===== config.mk =====
export PLATFORM = sky130hd
export DESIGN_NAME = copeland_score_ranker_core_flat
export DESIGN_NICKNAME = d
export VERILOG_FILES = /design/src/rtl/core/csr_pkg.sv /design/src/rtl/core/csr_entry_if.sv /design/src/rtl/core/csr_rank_if.sv /design/src/rtl/core/copeland_score_ranker_core.sv /design/src/flat_wrapper.sv
export SDC_FILE = /design/constraint.sdc
export NUM_CORES = 1
export LEC_CHECK = 0
export BUFFER_PORTS_ARGS = -buffer_cell sky130_fd_sc_hd__buf_4
export CAP_MARGIN = 15
export CORE_UTILIZATION = 54
export DETAILED_ROUTE_END_ITERATION = 10
export GPL_TIMING_DRIVEN = 0
export PLACE_DENSITY = 0.71
export SLEW_MARGIN = 20
export SYNTH_ARGS = -nofsm -noshare
export SYNTH_HDL_FRONTEND = slang
export SYNTH_SLANG_ARGS = --single-unit

===== constraint.sdc =====
create_clock -name clk -period 7.6 [get_ports clk]
set_input_delay 1.52 -clock clk [delete_from_list [all_inputs] [get_ports clk]]
set_output_delay 1.52 -clock clk [all_outputs]
set_load 0.1 [all_outputs]

===== src/rtl/core/csr_pkg.sv =====
// Package for the Copeland score ranker: sizes, score limits and the
// controller state type. No dependencies; every other file in rtl/core uses it.
package csr_pkg;

	// Storage sizing
	localparam int MAX_CAND  = 64;
	localparam int CAND_W    = $clog2(MAX_CAND);
	localparam int CNT_W     = $clog2(MAX_CAND + 1);
	localparam int SCORE_CAP = 2 * (MAX_CAND - 1);
	localparam int SCORE_W   = $clog2(SCORE_CAP + 1);
	localparam int MARGIN_W  = 16;

	// Fixed field widths on the channels and the register port
	localparam int IDX_W     = 6;
	localparam int SOUT_W    = 7;
	localparam int CFG_W     = 7;
	localparam int APB_AW    = 3;
	localparam int APB_DW    = 32;

	// Register indexes
	localparam logic [APB_AW-3:0] REG_CAND_COUNT = '0;

	localparam logic [CFG_W-1:0] CAND_COUNT_RST = CFG_W'(64);

	// Controller states
	typedef enum logic [2:0] {
		ST_IDLE,
		ST_DRAIN,
		ST_SCAN,
		ST_PICK,
		ST_EMIT,
		ST_CLEAR
	} state_t;

endpackage


===== src/rtl/core/csr_entry_if.sv =====
// Input channel of the Copeland score ranker: one margin matrix entry per beat.
// Depends on csr_pkg for field widths.
interface csr_entry_if;
	logic                              valid;
	logic                              ready;
	logic [csr_pkg::IDX_W-1:0]         row_cand;
	logic [csr_pkg::IDX_W-1:0]         col_cand;
	logic signed [csr_pkg::MARGIN_W-1:0] margin;
	logic                              final_entry;

	modport source (output valid, row_cand, col_cand, margin, final_entry, input ready);
	modport sink   (input valid, row_cand, col_cand, margin, final_entry, output ready);
endinterface


===== src/rtl/core/csr_rank_if.sv =====
// Output channel of the Copeland score ranker: one ranking position per beat.
// Depends on csr_pkg for field widths.
interface csr_rank_if;
	logic                        valid;
	logic                        ready;
	logic [csr_pkg::IDX_W-1:0]   rank_pos;
	logic [csr_pkg::IDX_W-1:0]   cand_index;
	logic [csr_pkg::SOUT_W-1:0]  score_halves;
	logic                        last_rank;

	modport source (output valid, rank_pos, cand_index, score_halves, last_rank, input ready);
	modport sink   (input valid, rank_pos, cand_index, score_halves, last_rank, output ready);
endinterface


===== src/rtl/core/copeland_score_ranker_core.sv =====
// Copeland score ranker: score memory with read-modify-write accumulation,
// selection ranking over the memory and a zeroing sweep. Uses csr_pkg,
// csr_entry_if and csr_rank_if.
//
//   channel   dir   handshake        payload
//   ent       in    valid/ready      row_cand, col_cand, margin, final_entry
//   rank      out   valid/ready      rank_pos, cand_index, score_halves, last_rank
//   apb       in    psel/penable     paddr, pwrite, pwdata -> prdata (pready tied high)
//
// Matrix entries are taken one per cycle while idle; a write-back forwarding register
// covers back-to-back hits on the same candidate in the registered-read score memory.
// After the final entry a drain step starts the ranking; each position then takes a
// scan of n memory reads, a pick step and an emit step; a zeroing sweep of all MAX_CAND
// entries follows. Reset starts with the same sweep; entries are refused meanwhile.
// A stalled rank beat holds the selector in its emit step; entries wait until done.
module copeland_score_ranker_core (
	input  logic                       clk,
	input  logic                       arst_n,
	input  logic                       psel,
	input  logic                       penable,
	input  logic                       pwrite,
	input  logic [csr_pkg::APB_AW-1:0] paddr,
	input  logic [csr_pkg::APB_DW-1:0] pwdata,
	output logic [csr_pkg::APB_DW-1:0] prdata,
	output logic                       pready,
	csr_entry_if.sink                  ent,
	csr_rank_if.source                 rank
);

	// Register port
	logic [csr_pkg::CFG_W-1:0] cand_count_q;
	logic                      cfg_sel;
	logic [csr_pkg::CNT_W-1:0] n_eff;
	logic [csr_pkg::CNT_W-1:0] n_last;

	// Controller
	csr_pkg::state_t state_q, state_d;
	logic ent_fire, start_rank, scan_end, emit_fire, clr_end;

	// Score memory ports
	logic [csr_pkg::SCORE_W-1:0] score_mem [csr_pkg::MAX_CAND];
	logic [csr_pkg::CAND_W-1:0]  rd_addr;
	logic [csr_pkg::SCORE_W-1:0] rd_data_q;
	logic                        wr_en;
	logic [csr_pkg::CAND_W-1:0]  wr_addr;
	logic [csr_pkg::SCORE_W-1:0] wr_data;

	// Accumulate stage
	logic                        hit;
	logic [1:0]                  add_amt;
	logic                        acc_vld_s1;
	logic [csr_pkg::CAND_W-1:0]  acc_row_s1;
	logic [1:0]                  acc_add_s1;
	logic [csr_pkg::SCORE_W-1:0] acc_base;
	logic [csr_pkg::SCORE_W:0]   acc_sum;
	logic [csr_pkg::SCORE_W-1:0] acc_new;
	logic                        fwd_vld_q;
	logic [csr_pkg::CAND_W-1:0]  fwd_row_q;
	logic [csr_pkg::SCORE_W-1:0] fwd_val_q;

	// Selection
	logic [csr_pkg::CNT_W-1:0]    rd_idx_q;
	logic                         rd_vld_s1;
	logic [csr_pkg::CAND_W-1:0]   rd_idx_s1;
	logic [csr_pkg::MAX_CAND-1:0] taken_q;
	logic                         best_vld_q;
	logic [csr_pkg::CAND_W-1:0]   best_idx_q;
	logic [csr_pkg::SCORE_W-1:0]  best_score_q;
	logic [csr_pkg::CNT_W-1:0]    rank_q;
	logic [csr_pkg::CAND_W-1:0]   clr_idx_q;
	logic                         out_free;

	// Output register
	logic                        out_vld_q;
	logic [csr_pkg::IDX_W-1:0]   out_pos_q;
	logic [csr_pkg::IDX_W-1:0]   out_cand_q;
	logic [csr_pkg::SOUT_W-1:0]  out_score_q;
	logic                        out_last_q;

	// APB: single register, decoded on the word address
	assign pready  = 1'b1;
	assign cfg_sel = (paddr[csr_pkg::APB_AW-1:2] == csr_pkg::REG_CAND_COUNT);
	assign prdata  = cfg_sel ? csr_pkg::APB_DW'(cand_count_q) : '0;

	always_ff @(posedge clk or negedge arst_n) begin
		if (!arst_n) begin
			cand_count_q <= csr_pkg::CAND_COUNT_RST;
		end else if (psel && penable && pwrite && pready && cfg_sel) begin
			cand_count_q <= pwdata[csr_pkg::CFG_W-1:0];
		end
	end

	// Clamp the candidate count into 1..MAX_CAND
	always_comb begin
		if (cand_count_q == '0) begin
			n_eff = csr_pkg::CNT_W'(1);
		end else if (int'(cand_count_q) > csr_pkg::MAX_CAND) begin
			n_eff = csr_pkg::CNT_W'(csr_pkg::MAX_CAND);
		end else begin
			n_eff = csr_pkg::CNT_W'(cand_count_q);
		end
	end
	assign n_last = n_eff - csr_pkg::CNT_W'(1);

	// Score contribution of the entry on the input channel
	always_comb begin
		hit = (ent.row_cand != ent.col_cand) && (int'(ent.row_cand) < int'(n_eff))
			&& (int'(ent.col_cand) < int'(n_eff));
		if (ent.margin == '0) begin
			add_amt = 2'd1;
		end else if (!ent.margin[csr_pkg::MARGIN_W-1]) begin
			add_amt = 2'd2;
		end else begin
			add_amt = 2'd0;
		end
	end

	assign ent.ready  = (state_q == csr_pkg::ST_IDLE);
	assign ent_fire   = ent.valid && ent.ready;
	assign out_free   = !out_vld_q || rank.ready;
	assign scan_end   = (rd_idx_q == n_last);
	assign clr_end    = (clr_idx_q == csr_pkg::CAND_W'(csr_pkg::MAX_CAND - 1));

	// Next state and step strobes
	always_comb begin
		state_d    = state_q;
		start_rank = 1'b0;
		emit_fire  = 1'b0;
		case (state_q)
			csr_pkg::ST_IDLE: begin
				if (ent_fire && ent.final_entry) begin
					state_d = csr_pkg::ST_DRAIN;
				end
			end
			csr_pkg::ST_DRAIN: begin
				start_rank = 1'b1;
				state_d    = csr_pkg::ST_SCAN;
			end
			csr_pkg::ST_SCAN: begin
				if (scan_end) begin
					state_d = csr_pkg::ST_PICK;
				end
			end
			csr_pkg::ST_PICK: begin
				state_d = csr_pkg::ST_EMIT;
			end
			csr_pkg::ST_EMIT: begin
				if (out_free) begin
					emit_fire = 1'b1;
					state_d   = (rank_q == n_last) ? csr_pkg::ST_CLEAR : csr_pkg::ST_SCAN;
				end
			end
			csr_pkg::ST_CLEAR: begin
				if (clr_end) begin
					state_d = csr_pkg::ST_IDLE;
				end
			end
			default: begin
				state_d = csr_pkg::ST_IDLE;
			end
		endcase
	end

	// Hold state; reset enters the zeroing sweep
	always_ff @(posedge clk or negedge arst_n) begin
		if (!arst_n) begin
			state_q <= csr_pkg::ST_CLEAR;
		end else begin
			state_q <= state_d;
		end
	end

	// Memory port selection: entry row while idle, scan index while ranking
	assign rd_addr = (state_q == csr_pkg::ST_IDLE) ? csr_pkg::CAND_W'(ent.row_cand)
		: rd_idx_q[csr_pkg::CAND_W-1:0];

	// Forward the last write-back when the same candidate follows directly
	assign acc_base = (fwd_vld_q && (fwd_row_q == acc_row_s1)) ? fwd_val_q : rd_data_q;
	assign acc_sum  = {1'b0, acc_base} + (csr_pkg::SCORE_W + 1)'(acc_add_s1);
	assign acc_new  = (int'(acc_sum) > csr_pkg::SCORE_CAP)
		? csr_pkg::SCORE_W'(csr_pkg::SCORE_CAP) : acc_sum[csr_pkg::SCORE_W-1:0];

	always_comb begin
		wr_en   = 1'b0;
		wr_addr = acc_row_s1;
		wr_data = acc_new;
		if (acc_vld_s1) begin
			wr_en = 1'b1;
		end else if (state_q == csr_pkg::ST_CLEAR) begin
			wr_en   = 1'b1;
			wr_addr = clr_idx_q;
			wr_data = '0;
		end
	end

	// Score memory: one write port, one registered read port
	always_ff @(posedge clk) begin
		if (wr_en) begin
			score_mem[wr_addr] <= wr_data;
		end
		rd_data_q <= score_mem[rd_addr];
	end

	// Accumulate pipeline and forwarding register
	always_ff @(posedge clk or negedge arst_n) begin
		if (!arst_n) begin
			acc_vld_s1 <= 1'b0;
			fwd_vld_q  <= 1'b0;
		end else begin
			acc_vld_s1 <= ent_fire && hit && (add_amt != 2'd0);
			if (acc_vld_s1) begin
				fwd_vld_q <= 1'b1;
			end else if (state_q == csr_pkg::ST_CLEAR) begin
				fwd_vld_q <= 1'b0;
			end
		end
	end

	always_ff @(posedge clk) begin
		acc_row_s1 <= csr_pkg::CAND_W'(ent.row_cand);
		acc_add_s1 <= add_amt;
		if (acc_vld_s1) begin
			fwd_row_q <= acc_row_s1;
			fwd_val_q <= acc_new;
		end
	end

	// Selection: scan counters, taken bits and the running best
	always_ff @(posedge clk or negedge arst_n) begin
		if (!arst_n) begin
			rd_idx_q   <= '0;
			rd_vld_s1  <= 1'b0;
			taken_q    <= '0;
			best_vld_q <= 1'b0;
			rank_q     <= '0;
			clr_idx_q  <= '0;
		end else begin
			rd_vld_s1 <= (state_q == csr_pkg::ST_SCAN);
			if (start_rank) begin
				rd_idx_q   <= '0;
				taken_q    <= '0;
				best_vld_q <= 1'b0;
				rank_q     <= '0;
			end else if (emit_fire) begin
				rd_idx_q             <= '0;
				taken_q[best_idx_q]  <= 1'b1;
				best_vld_q           <= 1'b0;
				rank_q               <= rank_q + csr_pkg::CNT_W'(1);
				clr_idx_q            <= '0;
			end else begin
				if (state_q == csr_pkg::ST_SCAN) begin
					rd_idx_q <= rd_idx_q + csr_pkg::CNT_W'(1);
				end
				if (rd_vld_s1 && !taken_q[rd_idx_s1]
					&& (!best_vld_q || (rd_data_q > best_score_q))) begin
					best_vld_q <= 1'b1;
				end
				if (state_q == csr_pkg::ST_CLEAR) begin
					clr_idx_q <= clr_idx_q + csr_pkg::CAND_W'(1);
				end
			end
		end
	end

	// Best candidate payload; strict compare keeps the lower index on ties
	always_ff @(posedge clk) begin
		rd_idx_s1 <= rd_idx_q[csr_pkg::CAND_W-1:0];
		if (rd_vld_s1 && !taken_q[rd_idx_s1]
			&& (!best_vld_q || (rd_data_q > best_score_q))) begin
			best_idx_q   <= rd_idx_s1;
			best_score_q <= rd_data_q;
		end
	end

	// Output register: load on emit, drop on a taken beat
	always_ff @(posedge clk or negedge arst_n) begin
		if (!arst_n) begin
			out_vld_q <= 1'b0;
		end else if (emit_fire) begin
			out_vld_q <= 1'b1;
		end else if (rank.ready) begin
			out_vld_q <= 1'b0;
		end
	end

	always_ff @(posedge clk) begin
		if (emit_fire) begin
			out_pos_q   <= csr_pkg::IDX_W'(rank_q);
			out_cand_q  <= csr_pkg::IDX_W'(best_idx_q);
			out_score_q <= csr_pkg::SOUT_W'(best_score_q);
			out_last_q  <= (rank_q == n_last);
		end
	end

	assign rank.valid        = out_vld_q;
	assign rank.rank_pos     = out_pos_q;
	assign rank.cand_index   = out_cand_q;
	assign rank.score_halves = out_score_q;
	assign rank.last_rank    = out_last_q;

`ifndef SYNTHESIS
	a_final_blocks: assert property (@(posedge clk) disable iff (!arst_n)
		ent.valid && ent.ready && ent.final_entry |=> !ent.ready)
		else $error("entry accepted right after a final entry");

	a_last_pos: assert property (@(posedge clk) disable iff (!arst_n)
		rank.valid && rank.last_rank |-> rank.rank_pos == csr_pkg::IDX_W'(n_last))
		else $error("last rank beat not at the final position");

	a_taken_count: assert property (@(posedge clk) disable iff (!arst_n)
		state_q == csr_pkg::ST_SCAN |-> $countones(taken_q) == int'(rank_q))
		else $error("taken bits disagree with emitted positions");

	a_no_wr_clash: assert property (@(posedge clk) disable iff (!arst_n)
		acc_vld_s1 |-> state_q != csr_pkg::ST_CLEAR)
		else $error("score write-back during zeroing sweep");
`endif

endmodule


===== src/flat_wrapper.sv =====
// flat-port wrapper written by rule: the top's interface ports become plain ports
module copeland_score_ranker_core_flat 
  (clk, arst_n, psel, penable, pwrite, paddr, pwdata, prdata, pready, ent_valid, ent_row_cand, ent_col_cand, ent_margin, ent_final_entry, ent_ready, rank_valid, rank_rank_pos, rank_cand_index, rank_score_halves, rank_last_rank, rank_ready);
  csr_entry_if ent_i ();
  csr_rank_if rank_i ();
  input  logic clk;
  input  logic arst_n;
  input  logic psel;
  input  logic penable;
  input  logic pwrite;
  input  logic [csr_pkg::APB_AW-1:0] paddr;
  input  logic [csr_pkg::APB_DW-1:0] pwdata;
  output logic [csr_pkg::APB_DW-1:0] prdata;
  output logic pready;
  input wire logic [$bits(ent_i.valid)-1:0] ent_valid;
  input wire logic [$bits(ent_i.row_cand)-1:0] ent_row_cand;
  input wire logic [$bits(ent_i.col_cand)-1:0] ent_col_cand;
  input wire logic [$bits(ent_i.margin)-1:0] ent_margin;
  input wire logic [$bits(ent_i.final_entry)-1:0] ent_final_entry;
  output wire logic [$bits(ent_i.ready)-1:0] ent_ready;
  output wire logic [$bits(rank_i.valid)-1:0] rank_valid;
  output wire logic [$bits(rank_i.rank_pos)-1:0] rank_rank_pos;
  output wire logic [$bits(rank_i.cand_index)-1:0] rank_cand_index;
  output wire logic [$bits(rank_i.score_halves)-1:0] rank_score_halves;
  output wire logic [$bits(rank_i.last_rank)-1:0] rank_last_rank;
  input wire logic [$bits(rank_i.ready)-1:0] rank_ready;
  assign ent_i.valid = ent_valid;
  assign ent_i.row_cand = ent_row_cand;
  assign ent_i.col_cand = ent_col_cand;
  assign ent_i.margin = ent_margin;
  assign ent_i.final_entry = ent_final_entry;
  assign ent_ready = ent_i.ready;
  assign rank_valid = rank_i.valid;
  assign rank_rank_pos = rank_i.rank_pos;
  assign rank_cand_index = rank_i.cand_index;
  assign rank_score_halves = rank_i.score_halves;
  assign rank_last_rank = rank_i.last_rank;
  assign rank_i.ready = rank_ready;
  copeland_score_ranker_core u_core (.clk(clk), .arst_n(arst_n), .psel(psel), .penable(penable), .pwrite(pwrite), .paddr(paddr), .pwdata(pwdata), .prdata(prdata), .pready(pready), .ent(ent_i), .rank(rank_i));
endmodule

==> metrics.txt <==
IO buf count 72; WS Path Type reg2reg; met1 Usage GRT 0.380; most frequent cells in the layout edfxtp_1, nand3_1, nor2_1; WL/cell 23.9 um; synth unique cells 79; Initial Util 0.547; fin crit share 0.676; Worst Tran Pin Value 1.14 ns; Resize count post-CTS 0; Worst Path Max Fanout 27; core area 49000 sq um; Final Skew 0.0253 ns; DRT Wirelength 71.7 mm; cts hold-fix bufs 0; dpl ws 2.18 ns; status completed; Critical Path AT 5.49 ns; Final Hold Fails 0; largest net degree at the start of global routing 100; first-pass GRT wire length 107 mm; max-cap violations 0; CTS tree built; Layout Nets 2375; routability cong. 0.945; Post-synth EDFFs 494; Clock transition at path regs 0.06 ns; worst rel slew slack 0.219; Critical Path Sink Type flop; Tmin final 5.14 ns; synthesized cell area 26800 sq um; most common cell after layout, fill and taps aside edfxtp_1; Max Buffers Root-to-Sink 3; RSZ-0062 raised after global routing no; first-pass detailed-route iteration total 9; asr flop ratio synth 0.161; placed insts 2882; Fin Setup TNS 0 ns; Startpoint Class flop; sequential fraction of the synthesis area 0.663; routed vias 19000; Post-CTS Setup Inserts 0; Post-Layout Cell Count 2995; Detail Placement HPWL 50.2 mm; antenna violations before repair 0; gr busiest metal met2; P&R area growth vs syn 14.1%; Final ANT Viol Nets 0; Total GRT Usage 0.283; final core occ 0.624; endpoints failing setup 0; Chip Height 225 um; Power Density 382 nW/um^2; Worst EP required 7.96 ns; yosys warns 0; Cells after Synth 2109; row count 81; CTS Root Cell clkbuf_16; setup ws final 2.46 ns; Starting DRT DRC Count 2528; Worst VDD drop 0.246 mV; Residual DRC 0; cts bufs inserted 60; fin. max-slew vios 0; Synth Flop Type edfxtp_1; number of clock sinks 614; met2 Use GR 0.450; area of the die 50500 sq um; share of post-route cells with drive strength above 1 0.121; vias in the first global route 18100; Post-Syn Area per Cell 12.7 sq um; hold slack 0.386 ns; htree depth 2; post-synthesis register bit count 614; Hold/Removal Path Class reg2reg; Skew-Pair Late Insertion Delay 0.65 ns; met3 GRT Util 0.0610; Die W 225 um; Max Freq 195 MHz; vias per inst 6.36; Static Leakage 11.1 nW; # IOs 126; remaining global-route overflow 0
==> area by class of cell <==
cell class / count / area (sq um)
timing repair buffer: 85 / 890
inverter: 25 / 93.8
fill: 3724 / 18400
antenna: 1 / 2.50
multi-input combinational: 1329 / 8340
buffer: 165 / 768
sequential: 614 / 17700
clock buffer: 78 / 1620
clock inverter: 34 / 250
tap: 664 / 831
==> state kept, by name, indices dropped and copies added, names as in the netlist, 7 cells and up <==
| name | flops |
|---|---|
| u_core.score_mem | 448 |
| u_core.taken_q | 64 |
| u_core.best_score_q | 7 |
| u_core.cand_count_q | 7 |
| u_core.fwd_val_q | 7 |
| u_core.rank.score_halves | 7 |
| u_core.rank_q | 7 |
| u_core.rd_data_q | 7 |
| u_core.rd_idx_q | 7 |
==> critical path, cell delays in order, from the launching register on <==
cell	delay [ns]
dfxtp_1	0.47
xor2_1	0.13
or3_1	0.45
nor2_1	0.43
clkbuf_1	0.41
nand2_1	0.10
o21ai_0	0.09
ha_1	0.22
inv_1	0.07
fa_1	0.40
clkbuf_1	0.25
nor2_1	0.19
xnor2_1	0.10
o311ai_0	0.70
a21oi_4	0.35
buf_16	0.27
buf_16	0.18
==> routing by layer <==
metal  part of all wire  vias to the layer above  wire length (um)
met5                  0                        -                 0
met4              0.040                        0              2870
met3               0.10                      211              7440
met2               0.46                     1114             33200
met1               0.39                     9364             28200
li1                   -                     8346                 -
==> power breakdown <==
group | total [mW] | internal [mW] | switching [mW]
sequential | 4.48 | 4.32 | 0.153
clock | 2.85 | 1.57 | 1.27
combinational | 4.35 | 1.30 | 3.04
total | 11.7 | 7.20 | 4.47
==> logic make-up after synthesis <==
logic type / Yosys count / share of synthesized area
xor+xnor: 41 / 0.0134
other cells: 2 / 0.000281
mux: 107 / 0.0477
fa+ha+maj: 24 / 0.0115
buf+inv: 190 / 0.0322
flops: 614 / 0.663
simple gates: 744 / 0.139
compound gates: 387 / 0.0933
==> per-stage QoR <==
| stage | instance area (sq um) | power [mW] |
|---|---|---|
| floorplan | 26900 | 7.05 |
| global placement | 28200 | 8.42 |
| detailed placement | 28700 | 8.75 |
| CTS | 30500 | 11.6 |
| global route | 30500 | 12.1 |
| finish | 30500 | 11.7 |
==> cells in the mapped netlist (all sizes together), types with 5 or more instances <==
cell type | count | share of area
a2111o | 7 | 0.0029
a211oi | 28 | 0.0080
a21o | 6 | 0.0017
a21oi | 85 | 0.016
a222oi | 19 | 0.0071
a311o | 10 | 0.0037
a311oi | 28 | 0.0092
a31o | 7 | 0.0023
a31oi | 15 | 0.0035
and3 | 47 | 0.011
buf | 63 | 0.014
clkbuf | 102 | 0.014
dfrtp | 96 | 0.090
dfxtp | 21 | 0.016
edfxtp | 494 | 0.55
ha | 23 | 0.011
inv | 24 | 0.0034
mux2 | 15 | 0.0063
mux2i | 77 | 0.029
mux4 | 15 | 0.013
nand2 | 128 | 0.018
nand2b | 24 | 0.0056
nand3 | 223 | 0.042
nand3b | 6 | 0.0017
nand4 | 47 | 0.011
nor2 | 179 | 0.025
nor2b | 21 | 0.0049
nor3 | 11 | 0.0024
nor3b | 12 | 0.0039
nor4 | 16 | 0.0037
nor4b | 5 | 0.0024
o21ai | 143 | 0.027
o22ai | 5 | 0.0012
o31ai | 7 | 0.0023
xnor2 | 21 | 0.0069
xor2 | 20 | 0.0065
==> final timing paths <==
| kind | start | endpoint | slack, ns | cells past startpoint |
|---|---|---|---|---|
| max in group asynchronous | arst_n | u_core.taken_q[2]$_DFFE_PN0N_ | 6.01 | 1 |
| min in group asynchronous | arst_n | u_core.taken_q[32]$_DFFE_PN0N_ | 0.99 | 1 |
| setup / recovery | u_core.acc_row_s1[3]$_DFF_P_ | u_core.score_mem[25][0]$_DFFE_PP_ | 2.46 | 16 |
| hold / removal | u_core.rd_idx_q[4]$_DFFE_PN0P_ | u_core.rd_idx_s1[4]$_DFF_P_ | 0.39 | 0 |
| setup reg to reg | u_core.acc_row_s1[3]$_DFF_P_ | u_core.score_mem[25][0]$_DFFE_PP_ | 2.46 | 16 |
| hold reg to reg | u_core.rd_idx_q[4]$_DFFE_PN0P_ | u_core.rd_idx_s1[4]$_DFF_P_ | 0.39 | 0 |
(Power assumes the default switching activity.)
